===== config.mk =====
export PLATFORM = sky130hd
export DESIGN_NAME = date_text_to_day_number
export DESIGN_NICKNAME = d
export VERILOG_FILES = /design/src/hdl/dtdn_pkg.sv /design/src/hdl/dtdn_ctrl.sv /design/src/hdl/dtdn_dp.sv /design/src/hdl/date_text_to_day_number.sv
export SDC_FILE = /design/constraint.sdc
export NUM_CORES = 1
export LEC_CHECK = 0
export BUFFER_PORTS_ARGS = -buffer_cell sky130_fd_sc_hd__buf_2
export CORE_MARGIN = 8
export CORE_UTILIZATION = 65
export DETAILED_ROUTE_END_ITERATION = 10
export PLACE_DENSITY_LB_ADDON = 0.2
export SKIP_CTS_REPAIR_TIMING = 1
export SLEW_MARGIN = 0
export SYNTH_ARGS = -nofsm -noshare
export SYNTH_HDL_FRONTEND = slang
export SYNTH_SLANG_ARGS = --single-unit

===== constraint.sdc =====
create_clock -name clk_i -period 5.75 [get_ports clk_i]
set_clock_uncertainty 0.1 [all_clocks]
set_input_delay 0.2875 -clock clk_i [delete_from_list [all_inputs] [get_ports clk_i]]
set_output_delay 0.2875 -clock clk_i [all_outputs]
set_load 0.01 [all_outputs]

===== src/hdl/dtdn_pkg.sv =====
// shared types, constants and tables for the text to day number block
// no dependencies

package dtdn_pkg;

  localparam logic [7:0] CharZero  = 8'h30;
  localparam logic [7:0] CharNine  = 8'h39;
  localparam logic [7:0] CharMinus = 8'h2D;
  localparam logic [7:0] CharPlus  = 8'h2B;

  localparam logic [3:0] PosMonthDash = 4'd4;
  localparam logic [3:0] PosDayDash   = 4'd7;
  localparam logic [3:0] DateLen      = 4'd10;
  localparam logic [3:0] CountMax     = 4'd15;

  localparam logic [34:0] IntLimit = 35'd2147483648;

  localparam logic signed [23:0] DaysPerCentury = 24'sd36524;
  localparam logic [15:0]        DaysPerYear    = 16'd365;
  localparam logic [23:0]        EpochOffset    = 24'd719468;

  typedef enum logic [1:0] {
    ST_RECV,
    ST_CHECK,
    ST_MUL,
    ST_SUM
  } state_e;

  typedef struct packed {
    logic take_byte;
    logic prep;
    logic mul;
    logic load_out;
  } cmd_t;

  // days in a non-leap month, month 1..12
  function automatic logic [4:0] month_len(input logic [3:0] month);
    logic [4:0] len;
    case (month)
      4'd1:    len = 5'd31;
      4'd2:    len = 5'd28;
      4'd3:    len = 5'd31;
      4'd4:    len = 5'd30;
      4'd5:    len = 5'd31;
      4'd6:    len = 5'd30;
      4'd7:    len = 5'd31;
      4'd8:    len = 5'd31;
      4'd9:    len = 5'd30;
      4'd10:   len = 5'd31;
      4'd11:   len = 5'd30;
      4'd12:   len = 5'd31;
      default: len = 5'd0;
    endcase
    return len;
  endfunction

  // days from march 1 to the first of the month
  function automatic logic [8:0] march_offset(input logic [3:0] month);
    logic [8:0] off;
    case (month)
      4'd3:    off = 9'd0;
      4'd4:    off = 9'd31;
      4'd5:    off = 9'd61;
      4'd6:    off = 9'd92;
      4'd7:    off = 9'd122;
      4'd8:    off = 9'd153;
      4'd9:    off = 9'd184;
      4'd10:   off = 9'd214;
      4'd11:   off = 9'd245;
      4'd12:   off = 9'd275;
      4'd1:    off = 9'd306;
      4'd2:    off = 9'd337;
      default: off = 9'd0;
    endcase
    return off;
  endfunction

endpackage


===== src/hdl/dtdn_ctrl.sv =====
// controller: receive state, three compute steps, output register handshake
// depends on dtdn_pkg

module dtdn_ctrl (
  input  logic          clk_i,
  input  logic          rst_ni,
  input  logic          in_valid_i,
  input  logic          in_no_char_i,
  input  logic          in_last_i,
  output logic          in_ready_o,
  input  logic          out_ready_i,
  output logic          out_valid_o,
  output dtdn_pkg::cmd_t cmd_o
);
  import dtdn_pkg::*;

  state_e state_q, state_d;
  logic   out_valid_q, out_valid_d;

  always_ff @(posedge clk_i or negedge rst_ni) begin
    if (!rst_ni) begin
      state_q     <= ST_RECV;
      out_valid_q <= 1'b0;
    end else begin
      state_q     <= state_d;
      out_valid_q <= out_valid_d;
    end
  end

  always_comb begin
    state_d    = state_q;
    cmd_o      = '0;
    in_ready_o = 1'b0;
    case (state_q)
      ST_RECV: begin
        in_ready_o      = 1'b1;
        cmd_o.take_byte = in_valid_i && !in_no_char_i;
        if (in_valid_i && in_last_i) begin
          state_d = ST_CHECK;
        end
      end
      ST_CHECK: begin
        cmd_o.prep = 1'b1;
        state_d    = ST_MUL;
      end
      ST_MUL: begin
        cmd_o.mul = 1'b1;
        state_d   = ST_SUM;
      end
      ST_SUM: begin
        // wait here until the output slot is free
        if (!out_valid_q || out_ready_i) begin
          cmd_o.load_out = 1'b1;
          state_d        = ST_RECV;
        end
      end
      default: state_d = ST_RECV;
    endcase
  end

  always_comb begin
    out_valid_d = out_valid_q;
    if (cmd_o.load_out) begin
      out_valid_d = 1'b1;
    end else if (out_ready_i) begin
      out_valid_d = 1'b0;
    end
  end

  assign out_valid_o = out_valid_q;

endmodule


===== src/hdl/dtdn_dp.sv =====
// datapath: per-byte parse state, date check, day count arithmetic, result register
// depends on dtdn_pkg

module dtdn_dp (
  input  logic          clk_i,
  input  logic          rst_ni,
  input  dtdn_pkg::cmd_t cmd_i,
  input  logic [7:0]    char_code_i,
  output logic          valid_res_o,
  output logic [31:0]   day_number_o
);
  import dtdn_pkg::*;

  // parse state
  logic [3:0]  cnt_q, cnt_d;
  logic [31:0] mag_q, mag_d;
  logic        ovf_q, ovf_d;
  logic        int_form_q, int_form_d;
  logic        seen_q, seen_d;
  logic        neg_q, neg_d;
  logic        date_form_q, date_form_d;
  logic [6:0]  cen_q, cen_d;
  logic [6:0]  yy_q, yy_d;
  logic [6:0]  mon_q, mon_d;
  logic [6:0]  day_q, day_d;

  // compute stages
  logic        int_ok_q, int_ok_d;
  logic [31:0] int_val_q, int_val_d;
  logic        date_ok_q, date_ok_d;
  logic [7:0]  cy_q, cy_d;
  logic [6:0]  yy2_q, yy2_d;
  logic [8:0]  doy_q, doy_d;
  logic signed [23:0] p1_q, p1_d;
  logic [15:0] p2_q, p2_d;
  logic signed [23:0] small_q, small_d;
  logic        res_valid_q, res_valid_d;
  logic [31:0] res_day_q, res_day_d;

  logic        is_digit;
  logic [3:0]  digit;
  logic [34:0] mag_next;
  logic        leap;
  logic        mon_ok;
  logic [5:0]  mlen;
  logic        adj;
  logic        borrow;
  logic signed [23:0] cy_ext;
  logic signed [23:0] sum_w;

  assign is_digit = char_code_i inside {[CharZero:CharNine]};
  assign digit    = is_digit ? 4'(char_code_i - CharZero) : 4'd0;
  assign mag_next = ({3'b0, mag_q} << 3) + ({3'b0, mag_q} << 1) + {31'b0, digit};

  always_comb begin
    cnt_d       = cnt_q;
    mag_d       = mag_q;
    ovf_d       = ovf_q;
    int_form_d  = int_form_q;
    seen_d      = seen_q;
    neg_d       = neg_q;
    date_form_d = date_form_q;
    cen_d       = cen_q;
    yy_d        = yy_q;
    mon_d       = mon_q;
    day_d       = day_q;
    if (cmd_i.load_out) begin
      cnt_d       = '0;
      mag_d       = '0;
      ovf_d       = 1'b0;
      int_form_d  = 1'b1;
      seen_d      = 1'b0;
      neg_d       = 1'b0;
      date_form_d = 1'b1;
      cen_d       = '0;
      yy_d        = '0;
      mon_d       = '0;
      day_d       = '0;
    end else if (cmd_i.take_byte) begin
      // integer form
      if (is_digit) begin
        seen_d = 1'b1;
        if (!ovf_q) begin
          if (mag_next > IntLimit) begin
            ovf_d = 1'b1;
          end else begin
            mag_d = mag_next[31:0];
          end
        end
      end else if (cnt_q == '0 && (char_code_i inside {CharMinus, CharPlus})) begin
        neg_d = (char_code_i == CharMinus);
      end else begin
        int_form_d = 1'b0;
      end
      // date form, year kept as century and year of century
      if (cnt_q >= DateLen) begin
        date_form_d = 1'b0;
      end else if (cnt_q inside {PosMonthDash, PosDayDash}) begin
        if (char_code_i != CharMinus) begin
          date_form_d = 1'b0;
        end
      end else if (!is_digit) begin
        date_form_d = 1'b0;
      end else if (cnt_q < 4'd2) begin
        cen_d = (cen_q << 3) + (cen_q << 1) + {3'b0, digit};
      end else if (cnt_q < PosMonthDash) begin
        yy_d = (yy_q << 3) + (yy_q << 1) + {3'b0, digit};
      end else if (cnt_q < PosDayDash) begin
        mon_d = (mon_q << 3) + (mon_q << 1) + {3'b0, digit};
      end else begin
        day_d = (day_q << 3) + (day_q << 1) + {3'b0, digit};
      end
      if (cnt_q != CountMax) begin
        cnt_d = cnt_q + 4'd1;
      end
    end
  end

  always_ff @(posedge clk_i or negedge rst_ni) begin
    if (!rst_ni) begin
      cnt_q       <= '0;
      mag_q       <= '0;
      ovf_q       <= 1'b0;
      int_form_q  <= 1'b1;
      seen_q      <= 1'b0;
      neg_q       <= 1'b0;
      date_form_q <= 1'b1;
      cen_q       <= '0;
      yy_q        <= '0;
      mon_q       <= '0;
      day_q       <= '0;
    end else begin
      cnt_q       <= cnt_d;
      mag_q       <= mag_d;
      ovf_q       <= ovf_d;
      int_form_q  <= int_form_d;
      seen_q      <= seen_d;
      neg_q       <= neg_d;
      date_form_q <= date_form_d;
      cen_q       <= cen_d;
      yy_q        <= yy_d;
      mon_q       <= mon_d;
      day_q       <= day_d;
    end
  end

  // check step
  assign leap   = (yy_q != '0) ? (yy_q[1:0] == 2'b00) : (cen_q[1:0] == 2'b00);
  assign mon_ok = mon_q inside {[7'd1:7'd12]};
  assign mlen   = {1'b0, month_len(mon_q[3:0])} + {5'b0, (leap && mon_q == 7'd2)};
  assign adj    = (mon_q <= 7'd2);
  assign borrow = adj && (yy_q == '0);

  always_comb begin
    int_ok_d  = int_form_q && seen_q && !ovf_q &&
                (!mag_q[31] || (neg_q && mag_q[30:0] == '0));
    int_val_d = neg_q ? (32'd0 - mag_q) : mag_q;
    date_ok_d = date_form_q && (cnt_q == DateLen) && mon_ok &&
                (day_q != '0) && ({1'b0, day_q} <= {2'b0, mlen});
    // shifted year as 100 * cy + yy2, cy may reach -1
    cy_d      = {1'b0, cen_q} - {7'b0, borrow};
    yy2_d     = borrow ? 7'd99 : (yy_q - {6'b0, adj});
    doy_d     = march_offset(mon_q[3:0]) + {2'b0, day_q} - 9'd1;
  end

  // multiply step
  assign cy_ext = {{16{cy_q[7]}}, cy_q};

  always_comb begin
    p1_d    = cy_ext * DaysPerCentury;
    p2_d    = {9'b0, yy2_q} * DaysPerYear;
    small_d = {{18{cy_q[7]}}, cy_q[7:2]} + {19'b0, yy2_q[6:2]} + {15'b0, doy_q} - EpochOffset;
  end

  // sum step and result select
  assign sum_w = p1_q + $signed({8'b0, p2_q}) + small_q;

  always_comb begin
    res_valid_d = int_ok_q || date_ok_q;
    if (int_ok_q) begin
      res_day_d = int_val_q;
    end else if (date_ok_q) begin
      res_day_d = {{8{sum_w[23]}}, sum_w};
    end else begin
      res_day_d = '0;
    end
  end

  always_ff @(posedge clk_i) begin
    if (cmd_i.prep) begin
      int_ok_q  <= int_ok_d;
      int_val_q <= int_val_d;
      date_ok_q <= date_ok_d;
      cy_q      <= cy_d;
      yy2_q     <= yy2_d;
      doy_q     <= doy_d;
    end
    if (cmd_i.mul) begin
      p1_q    <= p1_d;
      p2_q    <= p2_d;
      small_q <= small_d;
    end
    if (cmd_i.load_out) begin
      res_valid_q <= res_valid_d;
      res_day_q   <= res_day_d;
    end
  end

  assign valid_res_o  = res_valid_q;
  assign day_number_o = res_day_q;

endmodule


===== src/hdl/date_text_to_day_number.sv =====
// top level of the text to day number block
// depends on dtdn_pkg, dtdn_ctrl and dtdn_dp

// Takes a text one byte per item on the slave stream, with tlast on the final
// item, and gives one result item per text. A text that is a signed decimal
// integer fitting 32 bits gives that integer; otherwise a text of the exact
// form yyyy-MM-dd with a real calendar date (proleptic gregorian, years 0000
// to 9999) gives days since 1970-01-01; anything else gives tuser = 0 and
// data zero. Bytes are taken one per cycle while the receive state is active.
// After the item with tlast the block stops taking bytes and runs the check
// and multiply steps of the day count, then the sum step, which loads the
// result register, and then it takes the next text. The result register lets
// the next text stream in while a result still waits; the sum step holds only
// if that register is still occupied.
module date_text_to_day_number (
  input  logic        clk_i,
  input  logic        rst_ni,
  // slave side
  input  logic        s_axis_tvalid,
  output logic        s_axis_tready,
  input  logic [7:0]  s_axis_tdata,   // [7:0] char_code
  input  logic        s_axis_tuser,   // [0] no_char
  input  logic        s_axis_tlast,   // last
  // master side
  output logic        m_axis_tvalid,
  input  logic        m_axis_tready,
  output logic [31:0] m_axis_tdata,   // [31:0] day_number, signed
  output logic        m_axis_tuser    // [0] valid_res
);
  import dtdn_pkg::*;

  cmd_t cmd;

  // sequencer: receive, check, multiply, sum
  dtdn_ctrl u_ctrl (
    .clk_i        (clk_i),
    .rst_ni       (rst_ni),
    .in_valid_i   (s_axis_tvalid),
    .in_no_char_i (s_axis_tuser),
    .in_last_i    (s_axis_tlast),
    .in_ready_o   (s_axis_tready),
    .out_ready_i  (m_axis_tready),
    .out_valid_o  (m_axis_tvalid),
    .cmd_o        (cmd)
  );

  // parse state and day count arithmetic
  dtdn_dp u_dp (
    .clk_i        (clk_i),
    .rst_ni       (rst_ni),
    .cmd_i        (cmd),
    .char_code_i  (s_axis_tdata),
    .valid_res_o  (m_axis_tuser),
    .day_number_o (m_axis_tdata)
  );

endmodule


==> results.yml, run 1 <==
placed_design:
  gp_congestion: 0.932
  dp.cells: 2187
  post-dp-hpwl_mm: 32.0
  place.port_buffers: 48
critical_path:
  reg2reg_depth: 18
  critical_path_buf_inv_count: 2
  cp_top_family: "adder cells"
  r2r_slack_ns: 0.74
  path_class: "reg -> reg"
  required_ns: 5.91
  startpoint_type: "flop"
  worstReg2RegStart: "u_dp.cy_q[4]$_DFFE_PN_"
  end_kind: "flop"
  r2r-end: "u_dp.p1_q[22]$_DFFE_PP_"
  crit_chain: "ha_1 > ha_1 > ha_1 > inv_1 > fa_1 > inv_1 > fa_1 > a21o_1 > a21oi_1 > o21bai_1 > a21oi_1 > o21ai_0 > a211oi_1 > o21ai_0 > a31oi_1 > nor2b_1 > o21ai_0 > xnor2_1"
  crit_fanout: 6
  critical_path.slowest_cell: "edfxtp_1"
  slowest_delay_ns: 0.56
  arrival_ns: 5.17
  setup.worst_path.start: "u_dp.cy_q[4]$_DFFE_PN_"
grt:
  grt_use_total_pct: 24.6
  grt_util_met1_pct: 33.0
  grt_pass1_wl_mm: 67.3
  top_usage_layer: "met2"
  antenna_found_initial: 0
  overflow: 0
  grt_pass1_vias: 13423
  grt_use_met3_pct: 3.30
  met2_usage_pct: 41.3
  grt_max_degree: 73
floorplan:
  io_pins: 49
  die_area_um2: 33300
  start_util_pct: 65.4
  die_w_um: 182
  rows: 61
  die_y_um: 182
  design.core.area_um2: 27600
yosys:
  synthTopCellsByArea: "edfxtp_1, ha_1, dfrtp_1, fa_1, xnor2_1"
  synthArstFlopShare_pct: 33.8
  syn_inst: 1790
  synth_top_area_share_pct: 23.5
  ys_ff_latch: 213
  synth_xor_area_share_pct: 7.49
  synth_fp_nets: 2145
  synth_edf_count: 141
  synth_fa_ha_area_share_pct: 26.2
  synth_area_um2: 18000
  synth_top_family_by_area: "adder cells"
  synthFlopType: "edfxtp_1"
  synth_compound_area_share_pct: 14.8
  synth.largest_area_cell: "edfxtp_1"
  synth_seq_area_share_pct: 33.5
  yosys.area_share.simple_pct: 11.3
  yosysUniqueCellTypes: 84
  synth_mux_area_share_pct: 1.45
  yosys_warnings: 0
  syn_avg_cell_area_um2: 10.1
timing:
  rsz0062_at_grt: "false"
  drv_slew: 0
  fmax_mhz: 200
  fin_setup_tns_ns: 0
  slew_headroom_pct: 24.7
  hold_ws_ns: 0.0114
  worst-slew-pin-transition_ns: 1.12
  setup_viol: 0
  period_share_pct: 87.1
  period_needed_ns: 5.01
  hold_viol_final: 0
worst_hold_path:
  whs_endpoint: "u_dp.neg_q$_DFFE_PN0P_"
  hp-class: "in -> reg"
  worstHoldPathCells: 3
  hp-start: "s_axis_tdata[2]"
clock_tree:
  clock_latency_ns: 0.52
  tritoncts: "done"
  cts_inserted_buffers: 24
  htreeDepth: 1
  clkTransAtPathRegs_ns: 0.06
  cts.sinks: 213
  cts_buffer_depth: 3
  cts_root_buf: "clkbuf_16"
final_layout:
  area_growth_syn_to_layout_pct: 8.36
  fin_cells: 2233
  drive_gt1_share_pct: 7.65
  layout.nets: 2192
  final_common_cell: "ha_1"
  mostFrequentLayoutCells: "ha_1, inv_1, edfxtp_1"
  antenna_cells: 0
routing:
  drt-pass1-iter-count: 5
  drt_iter0_drc: 942
  drc: 0
  num_vias: 13479
  final_antenna_net_count: 0
  viasPerCell: 6.04
  wl_per_cell_um: 18.3
  wl_mm: 40.9
job:
  drv_cap: 0
status:
  status: "finished clean"
## logic make-up after synthesis
family                   Yosys count
adder cells (fa/ha/maj)          341
buffers and inverters            246
multiplexers                      26
flip-flops                       213
AND/OR/NAND/NOR                  404
XOR/XNOR                         154
AO/OA/AOI/OAI                    406
## state kept, by name, indices dropped and copies added, names as in the netlist, 8 cells and up
signal             flops
u_dp.cy_q              8
u_dp.day_number_o     32
u_dp.small_q          12
u_dp.p2_q             16
u_dp.int_val_q        32
u_dp.mag_q            32
u_dp.p1_q             22
u_dp.doy_q             9
## worst min-delay path, stage by stage
cell	delay [ns]
buf_2	0.12
nand3b_1	0.11
o31ai_1	0.07
## final cells by class
type | instances | area (um2)
multi-input combinational | 1331 | 11000
fill | 2033 | 8040
sequential | 213 | 6040
inverter | 197 | 739
clock buffer | 31 | 689
tap | 378 | 473
timing repair buffer | 70 | 413
clock inverter | 13 | 123
## metrics by stage
step                setup WS, ns  util, %  cell area (um2)
floorplan                  0.648        -            18000
CTS                        0.738     70.8            19500
finish                     0.740     70.8            19500
global route               0.403     70.8            19500
detailed placement         0.365     67.8            18700
global placement           0.437     67.8            18700
## synthesized netlist by cell type, drive strengths merged (9+ instances only)
| cell | instances |
|---|---|
| ha | 281 |
| inv | 196 |
| edfxtp | 141 |
| a21oi | 123 |
| xnor2 | 121 |
| nand2 | 104 |
| nor2 | 96 |
| o21ai | 96 |
| dfrtp | 70 |
| fa | 60 |
| nand3 | 51 |
| a21o | 45 |
| clkbuf | 39 |
| nor3 | 33 |
| xor2 | 33 |
| mux2i | 25 |
| o31ai | 20 |
| a211oi | 18 |
| a22o | 17 |
| nor2b | 15 |
| a31oi | 14 |
| nor4 | 14 |
| o21bai | 14 |
| o21a | 13 |
| and2 | 12 |
| nand2b | 12 |
| buf | 10 |
| or4 | 10 |
| and3 | 9 |
| or3 | 9 |
## worst max path at each step
stage,endpoint,depth (start not counted)
2_1_floorplan,u_dp.mag_q[11]$_DFFE_PN0P_,21
3_3_place_gp,u_dp.mag_q[9]$_DFFE_PN0P_,19
3_5_place_dp,u_dp.mag_q[3]$_DFFE_PN0P_,19
4_1_cts,u_dp.p1_q[22]$_DFFE_PP_,18
5_1_grt,u_dp.mag_q[3]$_DFFE_PN0P_,20
6_report,u_dp.p1_q[22]$_DFFE_PP_,18
## metal layers
metal	wire, um	up-vias
met4	1100	0
met5	0	-
li1	-	6468
met3	2160	75
met2	19400	393
met1	18200	6543
Power of run 1 is left out: the tool's default activity adds up to more than one toggle a clock period on the data nets, which glitch-free logic cannot reach.
==> run 2, diff against run 1 <==
--- a/config.mk
+++ b/config.mk
@@ -6,8 +6,10 @@
 export NUM_CORES = 1
 export LEC_CHECK = 0
 export BUFFER_PORTS_ARGS = -buffer_cell sky130_fd_sc_hd__buf_2
+export CELL_PAD_IN_SITES_DETAIL_PLACEMENT = 1
+export CELL_PAD_IN_SITES_GLOBAL_PLACEMENT = 2
 export CORE_MARGIN = 8
-export CORE_UTILIZATION = 65
+export CORE_UTILIZATION = 43
 export DETAILED_ROUTE_END_ITERATION = 10
 export PLACE_DENSITY_LB_ADDON = 0.2
 export SKIP_CTS_REPAIR_TIMING = 1
==> run 2 against run 1 <==
Net effect: non-clock buffer count is 6 higher; via count is 1.3% lower; critical endpoint unchanged; highest routed layer unchanged; register-to-register slack worse by 0.20 ns.
==> results.yml, run 2 (synthesis gave the netlist of run 1 again) <==
final_layout:
  fill_cells: 4680
  final_common_cell: "ha_1"
  area_growth_syn_to_layout_pct: 10.6
  layout.nets: 2200
  drive_gt1_share_pct: 8.20
  antenna_cells: 0
  mostFrequentLayoutCells: "ha_1, inv_1, edfxtp_1"
clock_tree:
  cts_root_buf: "clkbuf_16"
  htreeDepth: 1
  cts_buffer_depth: 3
  tritoncts: "done"
  cts.sinks: 213
  cts_inserted_buffers: 26
  clock_latency_ns: 0.54
  clkTransAtPathRegs_ns: 0.06
status:
  status: "finished clean"
routing:
  wl_mm: 47.9
  final_antenna_net_count: 0
  drt-pass1-iter-count: 5
  wl_per_cell_um: 19.9
  drt_iter0_drc: 669
  num_vias: 13305
  viasPerCell: 5.53
  drc: 0
floorplan:
  die_y_um: 221
  rows: 75
  start_util_pct: 43.2
  die_w_um: 221
  design.core.area_um2: 41700
  io_pins: 49
  die_area_um2: 48700
worst_hold_path:
  hp-class: "in -> reg"
  hp-start: "s_axis_tdata[4]"
grt:
  antenna_found_initial: 0
  grt_pass1_wl_mm: 78.4
  overflow: 0
  grt_use_total_pct: 20.1
  grt_pass1_vias: 14409
  grt_max_degree: 77
critical_path:
  setup.worst_path.start: "u_dp.cy_q[4]$_DFFE_PN_"
  required_ns: 5.95
  crit_fanout: 6
  path_class: "reg -> reg"
  arrival_ns: 5.41
  end_kind: "flop"
  worstReg2RegStart: "u_dp.cy_q[4]$_DFFE_PN_"
  startpoint_type: "flop"
timing:
  drv_slew: 0
  slew_headroom_pct: 18.9
  rsz0062_at_grt: "false"
  hold_viol_final: 0
  worst-slew-pin-transition_ns: 1.21
  fin_setup_tns_ns: 0
  setup_viol: 0
  period_share_pct: 90.7
  fin_ws_ns: 0.535
  fmax_mhz: 192
  period_needed_ns: 5.21
job:
  drv_cap: 0
placed_design:
  post-dp-hpwl_mm: 37.7
  gp_congestion: 0.842
  pre_cts_ws_ns: 0.116
  place.port_buffers: 48
==> run 2: cell count changes in the layout (fill, tap and decap cells not counted) <==
| cell | before | now |
|---|---|---|
| bufinv_16 | 2 | 7 |
| buf_4 | 21 | 25 |
| clkinv_2 | 2 | 6 |
| clkinv_1 | 5 | 2 |
| clkbuf_8 | 2 | 0 |
| dlygate4sd3_1 | 2 | 4 |
| clkbuf_16 | 26 | 27 |
| clkinvlp_4 | 1 | 2 |
| inv_2 | 1 | 0 |
| inv_6 | 2 | 1 |
==> run 2: worst max-delay path, cell delays in order (launching register included) <==
cell and delay (ns):
edfxtp_1 0.57, ha_1 0.41, ha_1 0.30, ha_1 0.28
inv_1 0.06, fa_1 0.53, inv_1 0.07, fa_1 0.46
a21o_1 0.19, a21oi_1 0.24, o21bai_1 0.10, a21oi_1 0.26
o21ai_0 0.23, a211oi_1 0.37, o21ai_0 0.18, a31oi_1 0.27
nor2b_1 0.07, o21ai_0 0.19, xnor2_1 0.09
==> run 2: final cells by class <==
cell class,instances,area (um2),share of cell area [%]
Clock buffer,30,687,3.45
Sequential cell,213,6040,30.3
Timing Repair Buffer,76,463,2.32
Tap cell,539,674,3.39
Clock inverter,18,275,1.38
Multi-Input combinational cell,1331,11000,55.4
Inverter,197,741,3.72
==> run 2: per-stage QoR <==
step                      cells  util [%]  hold WS, ns  cell area (um2)
after global routing       2404      47.8       0.0112            19900
after CTS                  2400      47.7       -0.611            19900
after global placement     2352      45.4      -0.0212            18900
after floorplan            1790         -       -0.108            18000
after detailed placement   2352      45.4      -0.0217            18900
final                      2404      47.8       0.0101            19900
==> run 2: final timing paths <==
kind	end	slack (ns)	cells after the start
setup / recovery	u_dp.p1_q[22]$_DFFE_PP_	0.54	18
hold / removal	u_dp.neg_q$_DFFE_PN0P_	0.01	3
setup reg to reg	u_dp.p1_q[22]$_DFFE_PP_	0.54	18
hold reg to reg	u_dp.int_form_q$_DFFE_PN1P_	0.39	2
max in group asynchronous	u_dp.mag_q[28]$_DFFE_PN0P_	4.48	3
min in group asynchronous	u_dp.yy_q[6]$_DFFE_PN0P_	0.44	3
==> run 2: metal layers <==
metal | track usage [%] | vias up | routed length (um)
met1 | 26.0 | 6586 | 21900
met5 | 0 | - | 0
met2 | 35.7 | 166 | 23400
met3 | 2.16 | 67 | 1260
li1 | - | 6486 | -
met4 | 5.14 | 0 | 1230
Power of run 2 is left out for the same reason.
==> run 3, diff against run 2 <==
--- a/config.mk
+++ b/config.mk
@@ -6,7 +6,7 @@
 export NUM_CORES = 1
 export LEC_CHECK = 0
 export BUFFER_PORTS_ARGS = -buffer_cell sky130_fd_sc_hd__buf_2
-export CELL_PAD_IN_SITES_DETAIL_PLACEMENT = 1
+export CELL_PAD_IN_SITES_DETAIL_PLACEMENT = 0
 export CELL_PAD_IN_SITES_GLOBAL_PLACEMENT = 2
 export CORE_MARGIN = 8
 export CORE_UTILIZATION = 43
==> run 3 against run 2 <==
Net effect: hold slack lost 0.0033 ns; global-route usage decreased by 1.8 points; critical path depth unchanged; core utilization shrank 0.23 points; via count is 3.1% lower; critical endpoint unchanged.
==> results.yml, run 3 (synthesis gave the netlist of run 1 again) <==
status:
  status: "finished clean"
final_layout:
  fin_cells: 2402
  final_common_cell: "ha_1"
  seq_area_um2: 6040
  drive_gt1_share_pct: 8.05
  mostFrequentLayoutCells: "ha_1, inv_1, edfxtp_1"
  area_growth_syn_to_layout_pct: 10.1
  antenna_cells: 0
  layout.nets: 2199
  multi_input_area_um2: 11000
  fill_cells: 3967
routing:
  num_vias: 12889
  viasPerCell: 5.37
  wl_per_cell_um: 18.3
  wl_mm: 43.9
  drt_iter0_drc: 631
  drc: 0
  drt-pass1-iter-count: 5
  final_antenna_net_count: 0
floorplan:
  die_area_um2: 48700
  die_w_um: 221
  io_pins: 49
  rows: 75
  die_y_um: 221
  start_util_pct: 43.2
  design.core.area_um2: 41700
clock_tree:
  clock_latency_ns: 0.54
  cts_inserted_buffers: 26
  cts_root_buf: "clkbuf_16"
  htreeDepth: 1
  cts_buffer_depth: 3
  cts.sinks: 213
  clkTransAtPathRegs_ns: 0.06
  tritoncts: "done"
placed_design:
  post-dp-hpwl_mm: 34.7
  dp.cells: 2352
  pre_cts_ws_ns: 0.158
  place.port_buffers: 48
  gp_congestion: 0.842
critical_path:
  path_class: "reg -> reg"
  crit_chain: "ha_1 > ha_1 > ha_1 > inv_1 > fa_1 > inv_1 > fa_1 > a21o_1 > a21oi_1 > o21bai_1 > a21oi_1 > o21ai_0 > a211oi_1 > o21ai_0 > a31oi_1 > nor2b_1 > o21ai_0 > xnor2_1"
  startpoint_type: "flop"
  slowest_delay_ns: 0.56
  end_kind: "flop"
  required_ns: 5.92
  crit_fanout: 6
  arrival_ns: 5.37
  critical_path.slowest_cell: "edfxtp_1"
grt:
  grt_use_total_pct: 18.3
  antenna_found_initial: 0
  grt_max_degree: 77
  grt_pass1_wl_mm: 71.1
  grt_pass1_vias: 13012
  overflow: 0
timing:
  hold_ws_ns: 0.00674
  rsz0062_at_grt: "false"
  fmax_mhz: 193
  slew_headroom_pct: 23.8
  drv_slew: 0
  period_needed_ns: 5.19
  hold_viol_final: 0
  period_share_pct: 90.3
  fin_ws_ns: 0.556
  setup_viol: 0
  fin_setup_tns_ns: 0
  worst-slew-pin-transition_ns: 1.13
worst_hold_path:
  hp-class: "in -> reg"
job:
  drv_cap: 0
[run 3: routing by layer]
metal | global-route usage [%] | vias up | routed length [um]
li1 | - | 6483 | -
met1 | 24.4 | 6183 | 20800
met2 | 31.2 | 171 | 20600
met3 | 2.27 | 52 | 1330
met4 | 4.85 | 0 | 1130
met5 | 0 | - | 0
[run 3: final timing paths]
path,startpoint,to,slack [ns],depth (start not counted)
min,s_axis_tdata[2],u_dp.neg_q$_DFFE_PN0P_,0.007,3
min in group asynchronous,rst_ni,u_dp.day_q[6]$_DFFE_PN0P_,0.44,3
min reg2reg,u_dp.int_form_q$_DFFE_PN1P_,u_dp.int_form_q$_DFFE_PN1P_,0.39,2
max,u_dp.cy_q[4]$_DFFE_PN_,u_dp.p1_q[22]$_DFFE_PP_,0.56,18
max in group asynchronous,rst_ni,u_dp.mag_q[26]$_DFFE_PN0P_,4.48,3
max reg2reg,u_dp.cy_q[4]$_DFFE_PN_,u_dp.p1_q[22]$_DFFE_PP_,0.56,18
[run 3: metrics by stage]
stage                     instance area (um2)  util (%)
after global routing                    19800      47.6
after floorplan                         18000         -
after CTS                               19800      47.5
after detailed placement                18900      45.4
final                                   19800      47.6
after global placement                  18900      45.4
[run 3: cell type report]
type	count	share of cell area, %
multi-input cells	1331	55.7
clock inverters	19	0.991
clock buffers	28	3.43
flip-flops and latches	213	30.5
well taps	539	3.40
inverters	197	3.74
repair buffers	75	2.28
[run 3: critical path: cells and delay by family (launching register included)]
family                     cells  cell delay, ns
AOI/OAI and AO/OA              9            2.00
xor gates and xnor gates       1            0.11
adders and majority gates      5            1.97
buffers and inverters          2            0.12
DFF                            1            0.56
and+or+nand+nor                1            0.07
Power of run 3 is left out for the same reason.
